==> config.mk <==
export PLATFORM = sky130hd
export DESIGN_NAME = radix_digit_converter_core
export DESIGN_NICKNAME = d
export VERILOG_FILES = /design/src/rtl/rdc_pkg.sv /design/src/rtl/rdc_divider.sv /design/src/rtl/rdc_digit_ram.sv /design/src/rtl/rdc_out_buf.sv /design/src/rtl/radix_digit_converter_core.sv
export SDC_FILE = /design/constraint.sdc
export NUM_CORES = 1
export LEC_CHECK = 0
export BUFFER_PORTS_ARGS = -buffer_cell sky130_fd_sc_hd__buf_2
export CELL_PAD_IN_SITES_DETAIL_PLACEMENT = 0
export CELL_PAD_IN_SITES_GLOBAL_PLACEMENT = 1
export CORE_MARGIN = 10
export CORE_UTILIZATION = 40
export DETAILED_ROUTE_END_ITERATION = 12
export PLACE_DENSITY_LB_ADDON = 0.1
export REMOVE_ABC_BUFFERS = 1
export SLEW_MARGIN = 15
export SYNTH_ARGS = -nofsm -noshare
export SYNTH_HDL_FRONTEND = slang
export SYNTH_SLANG_ARGS = --single-unit
==> constraint.sdc <==
create_clock -name clk -period 12.4 [get_ports clk]
set_input_delay 3.1 -clock clk [delete_from_list [all_inputs] [get_ports clk]]
set_output_delay 3.1 -clock clk [all_outputs]
set_load 0.01 [all_outputs]
==> src/rtl/rdc_pkg.sv <==
// Shared types, constants and helper functions for the radix digit converter.
package rdc_pkg;

    localparam int VALUE_W   = 63;
    localparam int WORK_W    = 64;
    localparam int BYTE_W    = 8;
    localparam int BYTE_CNT  = WORK_W / BYTE_W;
    localparam int BIDX_W    = $clog2(BYTE_CNT);
    localparam int RADIX_W   = 5;
    localparam int DIGIT_W   = 4;
    localparam int CHAR_W    = 7;
    localparam int TDATA_IN  = 64;
    localparam int TDATA_OUT = 8;

    localparam logic [RADIX_W-1:0] RADIX_RESET = 5'd10;
    localparam logic [RADIX_W-1:0] RADIX_MIN   = 5'd2;
    localparam logic [RADIX_W-1:0] RADIX_MAX   = 5'd16;

    localparam logic [CHAR_W-1:0]  ASCII_ZERO  = 7'd48;
    localparam logic [CHAR_W-1:0]  ASCII_A     = 7'd65;
    localparam logic [DIGIT_W-1:0] DEC_DIGITS  = 4'd10;

    typedef enum logic [1:0] {
        S_IDLE,
        S_DIV,
        S_EMIT
    } state_t;

    // divider status toward the sequencer
    typedef struct packed {
        logic               done;
        logic [WORK_W-1:0]  quot;
        logic [DIGIT_W-1:0] rem;
    } div_res_t;

    // one output beat
    typedef struct packed {
        logic              last;
        logic [CHAR_W-1:0] chr;
    } beat_t;

    // saturate register value into 2..16
    function automatic logic [RADIX_W-1:0] eff_base(input logic [RADIX_W-1:0] r);
        logic [RADIX_W-1:0] b;
        b = r;
        if (r < RADIX_MIN)
            b = RADIX_MIN;
        else if (r > RADIX_MAX)
            b = RADIX_MAX;
        return b;
    endfunction

    function automatic logic [CHAR_W-1:0] digit_char(input logic [DIGIT_W-1:0] d);
        logic [CHAR_W-1:0] c;
        if (d < DEC_DIGITS)
            c = ASCII_ZERO + CHAR_W'(d);
        else
            c = ASCII_A + CHAR_W'(d - DEC_DIGITS);
        return c;
    endfunction

endpackage

==> src/rtl/rdc_divider.sv <==
// Iterative divide-by-base unit, one byte of the dividend per cycle.
module rdc_divider
(
    input  logic                             clk,
    input  logic                             rst_n,
    input  logic                             start,
    input  logic [rdc_pkg::WORK_W-1:0]       dividend,
    input  logic [rdc_pkg::RADIX_W-1:0]      base,
    output rdc_pkg::div_res_t                res
);

    logic                         busy_reg, busy_next;
    logic                         done_reg, done_next;
    logic [rdc_pkg::BIDX_W-1:0]   idx_reg, idx_next;
    logic [rdc_pkg::WORK_W-1:0]   work_reg, work_next;
    logic [rdc_pkg::DIGIT_W-1:0]  rem_reg, rem_next;

    logic [rdc_pkg::BIDX_W-1:0]   top_idx;
    logic [rdc_pkg::BYTE_W-1:0]   byte_in;
    logic [rdc_pkg::BYTE_W-1:0]   byte_q;
    logic [rdc_pkg::DIGIT_W-1:0]  byte_rem;

    // highest nonzero byte of the new dividend; leading zero bytes are skipped
    always_comb
    begin
        top_idx = '0;
        for (int i = 0; i < rdc_pkg::BYTE_CNT; i++)
        begin
            if (dividend[i*rdc_pkg::BYTE_W +: rdc_pkg::BYTE_W] != '0)
                top_idx = rdc_pkg::BIDX_W'(i);
        end
    end

    // eight restoring long-division steps on a 5-bit partial remainder
    always_comb
    begin
        logic [rdc_pkg::DIGIT_W:0] r;
        byte_in  = work_reg[idx_reg*rdc_pkg::BYTE_W +: rdc_pkg::BYTE_W];
        byte_q   = '0;
        r        = {1'b0, rem_reg};
        for (int j = rdc_pkg::BYTE_W - 1; j >= 0; j--)
        begin
            r = {r[rdc_pkg::DIGIT_W-1:0], byte_in[j]};
            if (r >= base)
            begin
                r         = r - base;
                byte_q[j] = 1'b1;
            end
        end
        byte_rem = r[rdc_pkg::DIGIT_W-1:0];
    end

    always_comb
    begin
        busy_next = busy_reg;
        done_next = 1'b0;
        idx_next  = idx_reg;
        work_next = work_reg;
        rem_next  = rem_reg;
        if (start)
        begin
            busy_next = 1'b1;
            idx_next  = top_idx;
            work_next = dividend;
            rem_next  = '0;
        end
        else if (busy_reg)
        begin
            work_next[idx_reg*rdc_pkg::BYTE_W +: rdc_pkg::BYTE_W] = byte_q;
            rem_next = byte_rem;
            if (idx_reg == '0)
            begin
                busy_next = 1'b0;
                done_next = 1'b1;
            end
            else
            begin
                idx_next = idx_reg - rdc_pkg::BIDX_W'(1);
            end
        end
    end

    always_ff @(posedge clk or negedge rst_n)
    begin
        if (!rst_n)
        begin
            busy_reg <= 1'b0;
            done_reg <= 1'b0;
            idx_reg  <= '0;
        end
        else
        begin
            busy_reg <= busy_next;
            done_reg <= done_next;
            idx_reg  <= idx_next;
        end
    end

    always_ff @(posedge clk)
    begin
        work_reg <= work_next;
        rem_reg  <= rem_next;
    end

    assign res.done = done_reg;
    assign res.quot = work_reg;
    assign res.rem  = rem_reg;

endmodule

==> src/rtl/rdc_digit_ram.sv <==
// Digit store: one write port, one read port, registered read data.
module rdc_digit_ram #(
    parameter int DEPTH = 64
)
(
    input  logic                              clk,
    input  logic                              we,
    input  logic [$clog2(DEPTH)-1:0]          waddr,
    input  logic [rdc_pkg::DIGIT_W-1:0]       wdata,
    input  logic                              re,
    input  logic [$clog2(DEPTH)-1:0]          raddr,
    output logic [rdc_pkg::DIGIT_W-1:0]       rdata
);

    logic [rdc_pkg::DIGIT_W-1:0] mem [DEPTH];
    logic [rdc_pkg::DIGIT_W-1:0] rdata_reg;

    always_ff @(posedge clk)
    begin
        if (we)
            mem[waddr] <= wdata;
    end

    always_ff @(posedge clk)
    begin
        if (re)
            rdata_reg <= mem[raddr];
    end

    assign rdata = rdata_reg;

endmodule

==> src/rtl/rdc_out_buf.sv <==
// Two-entry output buffer that decouples the digit reads from the receiver.
module rdc_out_buf
(
    input  logic                              clk,
    input  logic                              rst_n,
    input  logic                              push,
    input  rdc_pkg::beat_t                    push_beat,
    output logic [1:0]                        count,
    output logic                              m_tvalid,
    input  logic                              m_tready,
    output logic [rdc_pkg::TDATA_OUT-1:0]     m_tdata,
    output logic                              m_tlast
);

    rdc_pkg::beat_t  buf_mem [2];
    logic            wr_ptr_reg, wr_ptr_next;
    logic            rd_ptr_reg, rd_ptr_next;
    logic [1:0]      cnt_reg, cnt_next;
    logic            pop;
    rdc_pkg::beat_t  head;

    assign pop = m_tvalid && m_tready;

    always_comb
    begin
        wr_ptr_next = push ? ~wr_ptr_reg : wr_ptr_reg;
        rd_ptr_next = pop ? ~rd_ptr_reg : rd_ptr_reg;
        cnt_next    = cnt_reg + 2'(push) - 2'(pop);
    end

    always_ff @(posedge clk or negedge rst_n)
    begin
        if (!rst_n)
        begin
            wr_ptr_reg <= 1'b0;
            rd_ptr_reg <= 1'b0;
            cnt_reg    <= '0;
        end
        else
        begin
            wr_ptr_reg <= wr_ptr_next;
            rd_ptr_reg <= rd_ptr_next;
            cnt_reg    <= cnt_next;
        end
    end

    always_ff @(posedge clk)
    begin
        if (push)
            buf_mem[wr_ptr_reg] <= push_beat;
    end

    assign head     = buf_mem[rd_ptr_reg];
    assign count    = cnt_reg;
    assign m_tvalid = (cnt_reg != '0);
    assign m_tdata  = {{(rdc_pkg::TDATA_OUT - rdc_pkg::CHAR_W){1'b0}}, head.chr};
    assign m_tlast  = head.last;

endmodule

==> src/rtl/radix_digit_converter_core.sv <==
// Top level: converts an unsigned integer to an ASCII digit string in a set base.
//
// Usage:
//   cfg channel (cfg_valid/cfg_ready/cfg_data) writes the 5-bit radix; values below
//   2 act as 2, above 16 as 16. Reset value is 10. Write only while the block idles.
//   Slave stream carries one 63-bit value per beat; master stream returns one ASCII
//   character per beat, most significant digit first, tlast on the final digit.
//   Zero converts to a single '0'. At most min(MAX_DIGITS, 63) digits come out;
//   longer results keep the least significant digits.
// Timing:
//   Each digit takes one divider pass over the bytes up to the highest nonzero byte of
//   the current quotient (1..8 bytes); the divider retires eight quotient bits a cycle.
//   Emission then reads the digit store at one digit per cycle while the output buffer
//   has room; a digit reaches m_tvalid via the read data register, then the buffer.
//   s_tready is high only between conversions; it rises once the last digit read
//   is issued, while the final beats may still wait in the output buffer.
// Reset clears the sequencer, counters and output buffer. A stalled receiver
// holds the buffer full and pauses digit reads; nothing is dropped.
module radix_digit_converter_core #(
    parameter int MAX_DIGITS = 64
)
(
    input  logic                              clk,
    input  logic                              rst_n,
    input  logic                              cfg_valid,
    output logic                              cfg_ready,
    input  logic [rdc_pkg::RADIX_W-1:0]       cfg_data,      // radix
    input  logic                              s_tvalid,
    output logic                              s_tready,
    input  logic [rdc_pkg::TDATA_IN-1:0]      s_tdata,       // [62:0] value
    output logic                              m_tvalid,
    input  logic                              m_tready,
    output logic [rdc_pkg::TDATA_OUT-1:0]     m_tdata,       // [6:0] digit_char
    output logic                              m_tlast
);

    localparam int LIMIT  = (MAX_DIGITS > 63) ? 63 : MAX_DIGITS;
    localparam int CNT_W  = $clog2(LIMIT + 1);
    localparam int ADDR_W = $clog2(MAX_DIGITS);

    rdc_pkg::state_t               state_reg, state_next;
    logic [rdc_pkg::RADIX_W-1:0]   radix_reg;
    logic [CNT_W-1:0]              count_reg, count_next;
    logic                          rd_pend_reg;
    logic                          rd_last_reg;

    rdc_pkg::div_res_t             div_res;
    logic                          div_start;
    logic [rdc_pkg::WORK_W-1:0]    div_in;
    logic [rdc_pkg::RADIX_W-1:0]   base;

    logic                          ram_we;
    logic                          ram_re;
    logic [CNT_W-1:0]              rd_cnt;
    logic [rdc_pkg::DIGIT_W-1:0]   ram_rdata;

    logic [1:0]                    buf_count;
    logic [1:0]                    occ;
    logic                          pop;
    logic                          can_issue;
    logic                          in_acc;
    logic                          div_fin;
    logic                          div_stop;
    rdc_pkg::beat_t                push_beat;

    assign cfg_ready = 1'b1;
    assign base      = rdc_pkg::eff_base(radix_reg);

    always_ff @(posedge clk or negedge rst_n)
    begin
        if (!rst_n)
            radix_reg <= rdc_pkg::RADIX_RESET;
        else if (cfg_valid && cfg_ready)
            radix_reg <= cfg_data;
    end

    assign in_acc   = s_tvalid && s_tready;
    assign div_fin  = (state_reg == rdc_pkg::S_DIV) && div_res.done;
    assign div_stop = (div_res.quot == '0) || (count_reg + CNT_W'(1) == CNT_W'(LIMIT));
    assign pop      = m_tvalid && m_tready;
    // buffer entries plus the read in flight must leave room for another beat
    assign occ       = buf_count + 2'(rd_pend_reg);
    assign can_issue = (occ < 2'd2) || ((occ == 2'd2) && pop);
    assign rd_cnt    = count_reg - CNT_W'(1);

    // next state
    always_comb
    begin
        state_next = state_reg;
        unique case (state_reg)
            rdc_pkg::S_IDLE:
            begin
                if (in_acc)
                    state_next = rdc_pkg::S_DIV;
            end
            rdc_pkg::S_DIV:
            begin
                if (div_fin && div_stop)
                    state_next = rdc_pkg::S_EMIT;
            end
            rdc_pkg::S_EMIT:
            begin
                if (can_issue && (count_reg == CNT_W'(1)))
                    state_next = rdc_pkg::S_IDLE;
            end
            default:
                state_next = rdc_pkg::S_IDLE;
        endcase
    end

    // outputs of the sequencer
    always_comb
    begin
        s_tready  = 1'b0;
        div_start = 1'b0;
        div_in    = div_res.quot;
        ram_we    = 1'b0;
        ram_re    = 1'b0;
        unique case (state_reg)
            rdc_pkg::S_IDLE:
            begin
                s_tready  = 1'b1;
                div_start = s_tvalid;
                div_in    = {1'b0, s_tdata[rdc_pkg::VALUE_W-1:0]};
            end
            rdc_pkg::S_DIV:
            begin
                ram_we    = div_res.done;
                div_start = div_res.done && !div_stop;
            end
            rdc_pkg::S_EMIT:
            begin
                ram_re = can_issue;
            end
            default:
            begin
                s_tready = 1'b0;
            end
        endcase
    end

    always_comb
    begin
        count_next = count_reg;
        if (in_acc)
            count_next = '0;
        else if (ram_we)
            count_next = count_reg + CNT_W'(1);
        else if (ram_re)
            count_next = rd_cnt;
    end

    always_ff @(posedge clk or negedge rst_n)
    begin
        if (!rst_n)
        begin
            state_reg   <= rdc_pkg::S_IDLE;
            count_reg   <= '0;
            rd_pend_reg <= 1'b0;
            rd_last_reg <= 1'b0;
        end
        else
        begin
            state_reg   <= state_next;
            count_reg   <= count_next;
            rd_pend_reg <= ram_re;
            rd_last_reg <= (count_reg == CNT_W'(1));
        end
    end

    rdc_divider u_div (
        .clk      (clk),
        .rst_n    (rst_n),
        .start    (div_start),
        .dividend (div_in),
        .base     (base),
        .res      (div_res)
    );

    // writes happen only while dividing, reads only while emitting: no overlap
    rdc_digit_ram #(
        .DEPTH (MAX_DIGITS)
    ) u_ram (
        .clk   (clk),
        .we    (ram_we),
        .waddr (count_reg[ADDR_W-1:0]),
        .wdata (div_res.rem),
        .re    (ram_re),
        .raddr (rd_cnt[ADDR_W-1:0]),
        .rdata (ram_rdata)
    );

    assign push_beat.last = rd_last_reg;
    assign push_beat.chr  = rdc_pkg::digit_char(ram_rdata);

    rdc_out_buf u_obuf (
        .clk       (clk),
        .rst_n     (rst_n),
        .push      (rd_pend_reg),
        .push_beat (push_beat),
        .count     (buf_count),
        .m_tvalid  (m_tvalid),
        .m_tready  (m_tready),
        .m_tdata   (m_tdata),
        .m_tlast   (m_tlast)
    );

`ifndef NO_ASSERTIONS
    a_emit_count: assert property (@(posedge clk) disable iff (!rst_n)
        (state_reg == rdc_pkg::S_EMIT) |-> (count_reg != '0))
        else $error("emit with empty digit count");

    a_buf_room: assert property (@(posedge clk) disable iff (!rst_n)
        (occ <= 2'd2))
        else $error("output buffer overcommitted");

    a_div_done: assert property (@(posedge clk) disable iff (!rst_n)
        div_res.done |-> (state_reg == rdc_pkg::S_DIV))
        else $error("divider result outside divide phase");

    a_accept_div: assert property (@(posedge clk) disable iff (!rst_n)
        in_acc |=> (state_reg == rdc_pkg::S_DIV) && (count_reg == '0))
        else $error("accepted beat did not start conversion");

    a_count_lim: assert property (@(posedge clk) disable iff (!rst_n)
        (count_reg <= CNT_W'(LIMIT)))
        else $error("digit count above limit");
`endif

endmodule

==> summary.txt, run 1 <==
Yosys
  – Cell area after technology mapping: 18600 µm²
  – Largest cells by area after synthesis: edfxtp_1, mux4_2, mux2i_1
  – Cell count after synthesis: 1347
  – Yosys cell types: 64
  – Yosys Warn Count: 0
  – Most frequent cells after synthesis: edfxtp_1, nor2_1, mux2i_1, mux4_2, o21ai_1
  – FF+latch count, synth: 368
  – Avg Cell Area, Syn: 13.8 µm²
  – Most numerous cell in the Yosys netlist: edfxtp_1
  – Post-synth EDFFs: 340
  – Post-synth top area share: 0.549
  – Synth area leader: edfxtp_1
  – Top_reg_cell synth: edfxtp_1
  – Post-synthesis async set-or-reset flop share: 0.0652
  – Post-synthesis sequential area ratio: 0.586

Critical path
  – R2r worst-path depth: 51
  – Max incr delay on CP: 540 ps
  – Critical R2R Launch: u_div.idx_reg[0]
  – CP Capture Type: flop
  – Buf/Inv on CP: 3
  – Worst path top cell family by delay: compound AO/OA/AOI/OAI gates
  – Crit path kind: flop to flop
  – Critical path depth: 51
  – CP max-delay cell: mux4_2
  – Worst path required time: 12850 ps
  – Crit path DAT: 11850 ps
  – CP startpoint kind: flop
  – Crit path top cell by count: ha_1
  – Critical path startpoint: u_div.idx_reg[0]
  – Critical path peak fanout: 7

Job
  – # Max-Cap Violations: 0

CTS
  – Clk pin slew, worst setup/hold paths: 60 ps
  – Num CTS Buffers: 41
  – CTS Hold Buffers Added: 0
  – Clock sinks: 368
  – Longest Clk Path Bufs: 3
  – CTS tree: built
  – # H-tree levels: 2
  – Later-pin clock latency in the skew report: 570 ps
  – Clock Tree Root: clkbuf_16

Timing
  – Worst slew margin relative to its limit: 0.275
  – Endpoints failing setup: 0
  – Post-Route Setup TNS: 0 ps
  – Fin crit share: 0.920
  – Hold WS: 457 ps
  – Final Max Tran Viols: 0
  – Final hold violation count: 0
  – Minimum clock period after layout: 11410 ps
  – Fmax: 87.7 MHz
  – Worst Skew: 19.7 ps
  – RSZ-0062 raised after global routing: no
  – Worst-Margin Slew: 1080 ps

Drt
  – Antenna Nets Post-Route: 0
  – Met2 WL: 24.2 mm
  – Routed len/inst: 23.9 µm
  – Final wirelength: 49.4 mm
  – Vias post-DR: 11900
  – DR DRC count: 0
  – Max Used Layer: met4
  – WL met1: 21.7 mm
  – Routed wl met3: 2.32 mm
  – Starting DRC count in detailed routing: 1004
  – Initial DRT Pass Iterations: 5
  – DR vias/cell: 5.74

Placement
  – Post-Place Cells: 1986
  – Final HPWL DP: 33.9 mm
  – Port Buffers: 82
  – Routability cong.: 0.825

Global route
  – Initial antenna violation count: 0
  – Vias in the first global route: 12100
  – Gr usage total: 0.175
  – First-pass GRT wire length: 75.7 mm
  – Gr ovfl total: 0
  – Largest net degree at the start of global routing: 101

Layout
  – Layout cells sized above 1: 0.215
  – Max reg flops: 256
  – Ant. Diodes: 0
  – Layout area overhead: 13.2%
  – Final cell count without fillers: 2064
  – NumNets Final: 1566
  – FILL cells: 4130

Status
  – Run status: complete, no violations

Floorplan
  – Core Rows: 78
  – Core ar.: 45700 µm²
  – Die height: 236 µm
  – Initial Util: 0.407
  – Chip Width: 236 µm
  – Ports: 86
  – DIE AREA: 55500 µm²

Worst hold path
  – Hold path start: rd_last_reg
  – HP Class: flop to flop
  – Worst hold stages: 0
## repair_timing
action	in CTS	in global routing
setup buffers	0	3
resized for setup	0	19
endpoints found under the hold margin	0	0
setup endpoints to repair	0	16
## worst paths after layout
check	end	slack [ps]
max	u_div.rem_reg[0]	990
max in group asynchronous	count_reg[0]	9280
min in group asynchronous	u_obuf.count[1]	2580
max reg2reg	u_div.rem_reg[0]	990
min	u_obuf.buf_mem[1][7]	460
min reg2reg	u_obuf.buf_mem[1][7]	460
## metal layers
metal,vias to the layer above,global-route usage
met5,-,0
met4,0,0.0527
met3,74,0.0286
met2,310,0.292
met1,5986,0.229
li1,5480,-
## layout make-up
class / instances / area (µm²) / share of cell area
well taps: 600 / 751 / 0.0357
clock buffers: 54 / 1080 / 0.0516
repair buffers: 120 / 696 / 0.0331
flip-flops and latches: 368 / 10900 / 0.518
clock inverters: 21 / 176 / 0.00839
multi-input cells: 868 / 7300 / 0.347
inverters: 33 / 125 / 0.00595
## cell usage in the layout, fill, tap and decap left out, types with 30 or more instances in the layout
master | netlist | routed
a21oi_1 | 44 | 44
buf_2 | 22 | 82
buf_4 | 6 | 38
clkbuf_16 | 0 | 41
edfxtp_1 | 340 | 340
ha_1 | 52 | 51
mux2i_1 | 88 | 85
mux4_2 | 80 | 80
nand2_1 | 58 | 58
nand3_1 | 50 | 50
nor2_1 | 96 | 96
nor4_1 | 30 | 30
o21ai_1 | 65 | 69
## cells by family (layout without fill, tap and decap cells)
logic type | Yosys count | count (layout) | synth area share
xor gates and xnor gates | 31 | 31 | 0.0146
other | 2 | 2 | 0.000404
buffers and inverters | 111 | 228 | 0.0259
DFF | 368 | 368 | 0.586
adders and majority gates | 60 | 60 | 0.0436
and+or+nand+nor | 355 | 355 | 0.0980
muxes | 184 | 184 | 0.154
AOI/OAI and AO/OA | 236 | 236 | 0.0774
## stage by stage
step / area [µm²] / setup WS (ps) / util
after floorplan: 18200 / 313 / -
after global placement: 19700 / 256 / 0.431
after detailed placement: 19700 / 278 / 0.431
after CTS: 21000 / 219 / 0.459
after global routing: 21000 / 20.7 / 0.461
final: 21000 / 994 / 0.461
## worst reg2reg max path, delay by kind of cell, from the launching register on
family	cells	cell delay, ps
AND/OR/NAND/NOR	14	2560
multiplexers	4	1100
buffers and inverters	3	340
flip-flops	1	420
adder cells (fa/ha/maj)	8	2500
AO/OA/AOI/OAI	22	4350
Power of run 1 is not shown: default switching activity piles up to over one toggle a cycle in this logic, so the estimate is an artifact.
==> run 2, diff against run 1 <==
--- a/config.mk
+++ b/config.mk
@@ -5,15 +5,14 @@
 export SDC_FILE = /design/constraint.sdc
 export NUM_CORES = 1
 export LEC_CHECK = 0
-export BUFFER_PORTS_ARGS = -buffer_cell sky130_fd_sc_hd__buf_2
 export CELL_PAD_IN_SITES_DETAIL_PLACEMENT = 0
 export CELL_PAD_IN_SITES_GLOBAL_PLACEMENT = 1
 export CORE_MARGIN = 10
 export CORE_UTILIZATION = 40
 export DETAILED_ROUTE_END_ITERATION = 12
+export DONT_BUFFER_PORTS = 1
 export PLACE_DENSITY_LB_ADDON = 0.1
 export REMOVE_ABC_BUFFERS = 1
-export SLEW_MARGIN = 15
 export SYNTH_ARGS = -nofsm -noshare
 export SYNTH_HDL_FRONTEND = slang
 export SYNTH_SLANG_ARGS = --single-unit
==> summary.txt, run 2 (same netlist as run 1, synthesis figures left out) <==
Status
  – Run status: complete, no violations

Global route
  – Largest net degree at the start of global routing: 83
  – Vias in the first global route: 11800
  – Initial antenna violation count: 1
  – First-pass GRT wire length: 74.3 mm
  – Gr usage total: 0.173
  – Gr ovfl total: 0

Job
  – # Max-Cap Violations: 0

Placement
  – Routability cong.: 0.839
  – Placement Setup Slack: 41.2 ps
  – Port Buffers: 0
  – Final HPWL DP: 33.8 mm

Drt
  – DR DRC count: 0
  – Final wirelength: 48.8 mm
  – Antenna Nets Post-Route: 0
  – Routed len/inst: 24.6 µm
  – DR vias/cell: 5.71
  – Initial DRT Pass Iterations: 4
  – Vias post-DR: 11300
  – Starting DRC count in detailed routing: 749

Worst hold path
  – Hold path start: rd_last_reg
  – Worst hold stages: 0
  – Hold EP: u_obuf.buf_mem[1][7]
  – HP Class: flop to flop

Timing
  – Endpoints failing setup: 0
  – Worst-Margin Slew: 1160 ps
  – Minimum clock period after layout: 11560 ps
  – Fin crit share: 0.932
  – Worst slew margin relative to its limit: 0.217
  – Worst Skew: 13.8 ps
  – Hold WS: 460 ps
  – Post-Route Setup TNS: 0 ps
  – Worst Setup Slack, final: 841 ps
  – Final Max Tran Viols: 0
  – Final hold violation count: 0
  – Fmax: 86.5 MHz

Layout
  – FILL cells: 4100
  – Layout area overhead: 11.6%
  – Final core occ: 0.454
  – Layout cells sized above 1: 0.176
  – Max reg flops: 256
  – Most frequent cells in the layout: edfxtp_1, nor2_1, mux2i_1
  – NumNets Final: 1489
  – Commonest non-fill, non-tap cell in the layout: edfxtp_1
  – Ant. Diodes: 0

CTS
  – # H-tree levels: 2
  – Clk pin slew, worst setup/hold paths: 60 ps
  – CTS tree: built
  – Num CTS Buffers: 42
  – Longest Clk Path Bufs: 3
  – Clock Tree Root: clkbuf_16
  – CTS Hold Buffers Added: 0
  – Later-pin clock latency in the skew report: 560 ps
  – Clock sinks: 368

Floorplan
  – Chip Width: 236 µm
  – Core Rows: 78
  – Ports: 86
  – DIE AREA: 55500 µm²
  – Core ar.: 45700 µm²
  – Die height: 236 µm
  – Initial Util: 0.407

Critical path
  – CP Capture Type: flop
  – R2r worst-path depth: 52
  – Worst path required time: 12770 ps
  – Max incr delay on CP: 500 ps
  – RR Endpoint: u_div.work_reg[48]
  – Crit path top cell by count: ha_1
  – Crit path DAT: 11930 ps
  – Critical path peak fanout: 8
  – Critical path startpoint: u_div.work_reg[55]
  – CP max-delay cell: mux4_2
  – CP startpoint kind: flop
  – Crit path kind: flop to flop
  – Critical R2R Launch: u_div.work_reg[55]
  – Worst reg-to-reg setup slack: 840 ps
-- run 2: cell types whose count changed in the layout (fill, tap and decap cells not counted), sizes merged --
cell      before  now
clkbuf        54   53
buf          120   42
inv           31   34
bufinv         1    2
clkinvlp       1    0
-- run 2: how the worst max path moves through the flow --
| stage | end | cells past startpoint |
|---|---|---|
| finish | u_div.work_reg[48] | 52 |
| global route | u_div.work_reg[40] | 53 |
| CTS | u_div.rem_reg[2] | 53 |
| detailed placement | u_div.rem_reg[2] | 53 |
| global placement | u_div.rem_reg[2] | 53 |
| floorplan | u_div.work_reg[24] | 47 |
-- run 2: worst max-delay path, delay by kind of cell (launching register included) --
family | cells | cell delay [ps]
buffers and inverters | 6 | 750
AOI/OAI and AO/OA | 21 | 4220
adders and majority gates | 8 | 2560
muxes | 2 | 750
DFF | 1 | 450
and+or+nand+nor | 15 | 2630
-- run 2: repair_timing --
item	4_1_cts	5_1_grt
endpoints found under the setup margin	8	13
pin swaps	0	5
endpoints found under the hold margin	0	0
setup buffers	0	4
gates resized for setup	1	21
-- run 2: routing by layer --
metal  up-vias  GRT usage  wire length (µm)
li1       5319          -                 -
met1      5691      0.210             20300
met2       248      0.294             24300
met3        86     0.0359              2550
met4         0     0.0682              1660
met5         -          0                 0
-- run 2: cell type report --
class | instances | area [µm²] | area share
clock buffers | 53 | 1140 | 0.0551
repair buffers | 42 | 315 | 0.0152
inverters | 33 | 125 | 0.00603
well taps | 600 | 751 | 0.0362
clock inverters | 24 | 193 | 0.00929
multi-input cells | 868 | 7320 | 0.353
flip-flops and latches | 368 | 10900 | 0.526
-- run 2: through the flow --
step | cell area (µm²) | cells
floorplan | 18200 | 1269
global placement | 19300 | 1907
detailed placement | 19300 | 1907
CTS | 20600 | 1984
global route | 20700 | 1988
finish | 20700 | 1988
Power of run 2 is left out for the same reason.
==> run 3, diff against run 2 <==
--- a/config.mk
+++ b/config.mk
@@ -5,6 +5,8 @@
 export SDC_FILE = /design/constraint.sdc
 export NUM_CORES = 1
 export LEC_CHECK = 0
+export ABC_AREA = 1
+export CAP_MARGIN = 20
 export CELL_PAD_IN_SITES_DETAIL_PLACEMENT = 0
 export CELL_PAD_IN_SITES_GLOBAL_PLACEMENT = 1
 export CORE_MARGIN = 10
==> summary.txt, run 3 <==
Layout
  – Max reg flops: 256
  – Final cell count without fillers: 2565
  – NumNets Final: 2058
  – Most frequent cells in the layout: edfxtp_1, nand2_1, o21ai_0, nor2_1, inv_1
  – Layout area overhead: 10.7%
  – Commonest non-fill, non-tap cell in the layout: edfxtp_1
  – Final core occ: 0.448
  – FILL cells: 4471
  – Layout cells sized above 1: 0.0731

CTS
  – Longest Clk Path Bufs: 3
  – # H-tree levels: 2
  – Clock sinks: 368
  – Later-pin clock latency in the skew report: 570 ps
  – Clock Tree Root: clkbuf_16
  – Num CTS Buffers: 42
  – Clk pin slew, worst setup/hold paths: 60 ps
  – CTS Hold Buffers Added: 0
  – CTS tree: built

Yosys
  – Avg Cell Area, Syn: 9.69 µm²
  – Post-synthesis sequential area ratio: 0.578
  – Post-synthesis async set-or-reset flop share: 0.0652
  – Yosys cell types: 43
  – Post-synth top area share: 0.542
  – Yosys Warn Count: 0
  – Cell area after technology mapping: 18800 µm²
  – Cell count after synthesis: 1943
  – Most numerous cell in the Yosys netlist: edfxtp_1
  – Top_reg_cell synth: edfxtp_1
  – FF+latch count, synth: 368
  – Largest cells by area after synthesis: edfxtp_1, o21ai_0, nand2_1
  – Most frequent cells after synthesis: edfxtp_1, nand2_1, nor2_1, o21ai_0, inv_1
  – Post-synth EDFFs: 340
  – Synth area leader: edfxtp_1

Global route
  – Largest net degree at the start of global routing: 82
  – Gr ovfl total: 0
  – First-pass GRT wire length: 83.7 mm
  – Initial antenna violation count: 5
  – Gr usage total: 0.190
  – Vias in the first global route: 13800

Timing
  – Worst Skew: 21.1 ps
  – Fin crit share: 0.914
  – Hold WS: 445 ps
  – Final hold violation count: 0
  – Worst-Margin Slew: 972 ps
  – Endpoints failing setup: 0
  – Final Max Tran Viols: 0
  – Minimum clock period after layout: 11330 ps
  – Worst slew margin relative to its limit: 0.350
  – Fmax: 88.2 MHz

Critical path
  – Critical path peak fanout: 11
  – Max incr delay on CP: 510 ps
  – Worst path required time: 12720 ps
  – R2r worst-path depth: 69
  – Crit path kind: flop to flop
  – CP max-delay cell: dfstp_2
  – CP Capture Type: flop
  – Crit path DAT: 11650 ps
  – Crit path top cell by count: nand2_1
  – CP startpoint kind: flop

Floorplan
  – Chip Width: 237 µm
  – Core Rows: 79
  – Die height: 237 µm
  – Core ar.: 46600 µm²
  – DIE AREA: 56200 µm²
  – Ports: 86
  – Initial Util: 0.405

Drt
  – Routed len/inst: 21.3 µm
  – DR vias/cell: 5.50
  – Initial DRT Pass Iterations: 6
  – Starting DRC count in detailed routing: 1057
  – Final wirelength: 54.7 mm
  – Vias post-DR: 14100
  – DR DRC count: 0
  – Antenna Nets Post-Route: 0

Placement
  – Final HPWL DP: 36.8 mm
  – Post-Place Cells: 2481
  – Port Buffers: 0
  – Routability cong.: 0.904

Status
  – Run status: complete, no violations

Worst hold path
  – HP Class: flop to flop
  – Worst hold stages: 0

Job
  – # Max-Cap Violations: 0
## run 3: changes by cell type after synthesis, moves of 30 or more
cell      delta
nor2_1     +184
inv_1      +110
o211ai_1    +37
nor4_1      -30
o22ai_1     +58
o221ai_1    +31
nand3_1     +69
o21ai_0    +247
nand2_1    +239
o21ai_1     -60
mux4_2      -80
mux2i_1     -85
## run 3: cell families (layout without fill, tap and decap cells)
logic type,Yosys count,count (layout),synth area share
compound gates,470,470,0.141
simple gates,765,765,0.170
other cells,2,5,0.000399
buf+inv,249,261,0.0535
flops,368,368,0.578
mux,4,4,0.00219
fa+ha+maj,60,60,0.0430
xor+xnor,25,25,0.0116
## run 3: worst max-delay path, delay by kind of cell, from the launching register on
kind	cells	cell delay, ps
and+or+nand+nor	36	3990
adders and majority gates	8	2440
buffers and inverters	10	1500
AOI/OAI and AO/OA	15	2650
DFF	1	510
## run 3: final timing paths
kind	startpoint	end	slack, ps
worst max-delay path	radix_reg[1]	u_div.work_reg[24]	1070
worst min-delay path	rd_last_reg	u_obuf.buf_mem[1][7]	440
worst max register to register	radix_reg[1]	u_div.work_reg[24]	1070
worst min register to register	rd_last_reg	u_obuf.buf_mem[1][7]	440
max in group asynchronous	rst_n	radix_reg[1]	9960
min in group asynchronous	rst_n	count_reg[2]	2230
## run 3: area by class of cell
cell class	count	area, µm²	area share
diodes	3	7.51	0.000360
flip-flops and latches	368	10900	0.523
repair buffers	37	268	0.0128
clock inverters	14	176	0.00846
well taps	607	759	0.0364
multi-input cells	1326	6990	0.335
clock buffers	61	1170	0.0563
inverters	149	564	0.0271
## run 3: metal layers
layer / vias up / wire, µm / global-route usage
li1: 6859 / - / -
met1: 6834 / 23900 / 0.245
met2: 317 / 26500 / 0.318
met3: 89 / 2620 / 0.0311
met4: 4 / 1680 / 0.0677
met5: - / 32 / 0
## run 3: timing repair
item	in CTS	in global routing
gates resized for setup	0	13
endpoints found under the hold margin	0	0
buffers inserted	0	2
setup endpoints to repair	0	12
## run 3: through the flow
step	setup WS [ps]	TNS (ps)	area [µm²]
2_1_floorplan	511	0	18400
3_3_place_gp	428	0	19400
3_5_place_dp	384	0	19400
4_1_cts	329	0	20800
5_1_grt	-1.17	-1.33	20800
6_report	1070	0	20800
Power of run 3 is left out for the same reason.
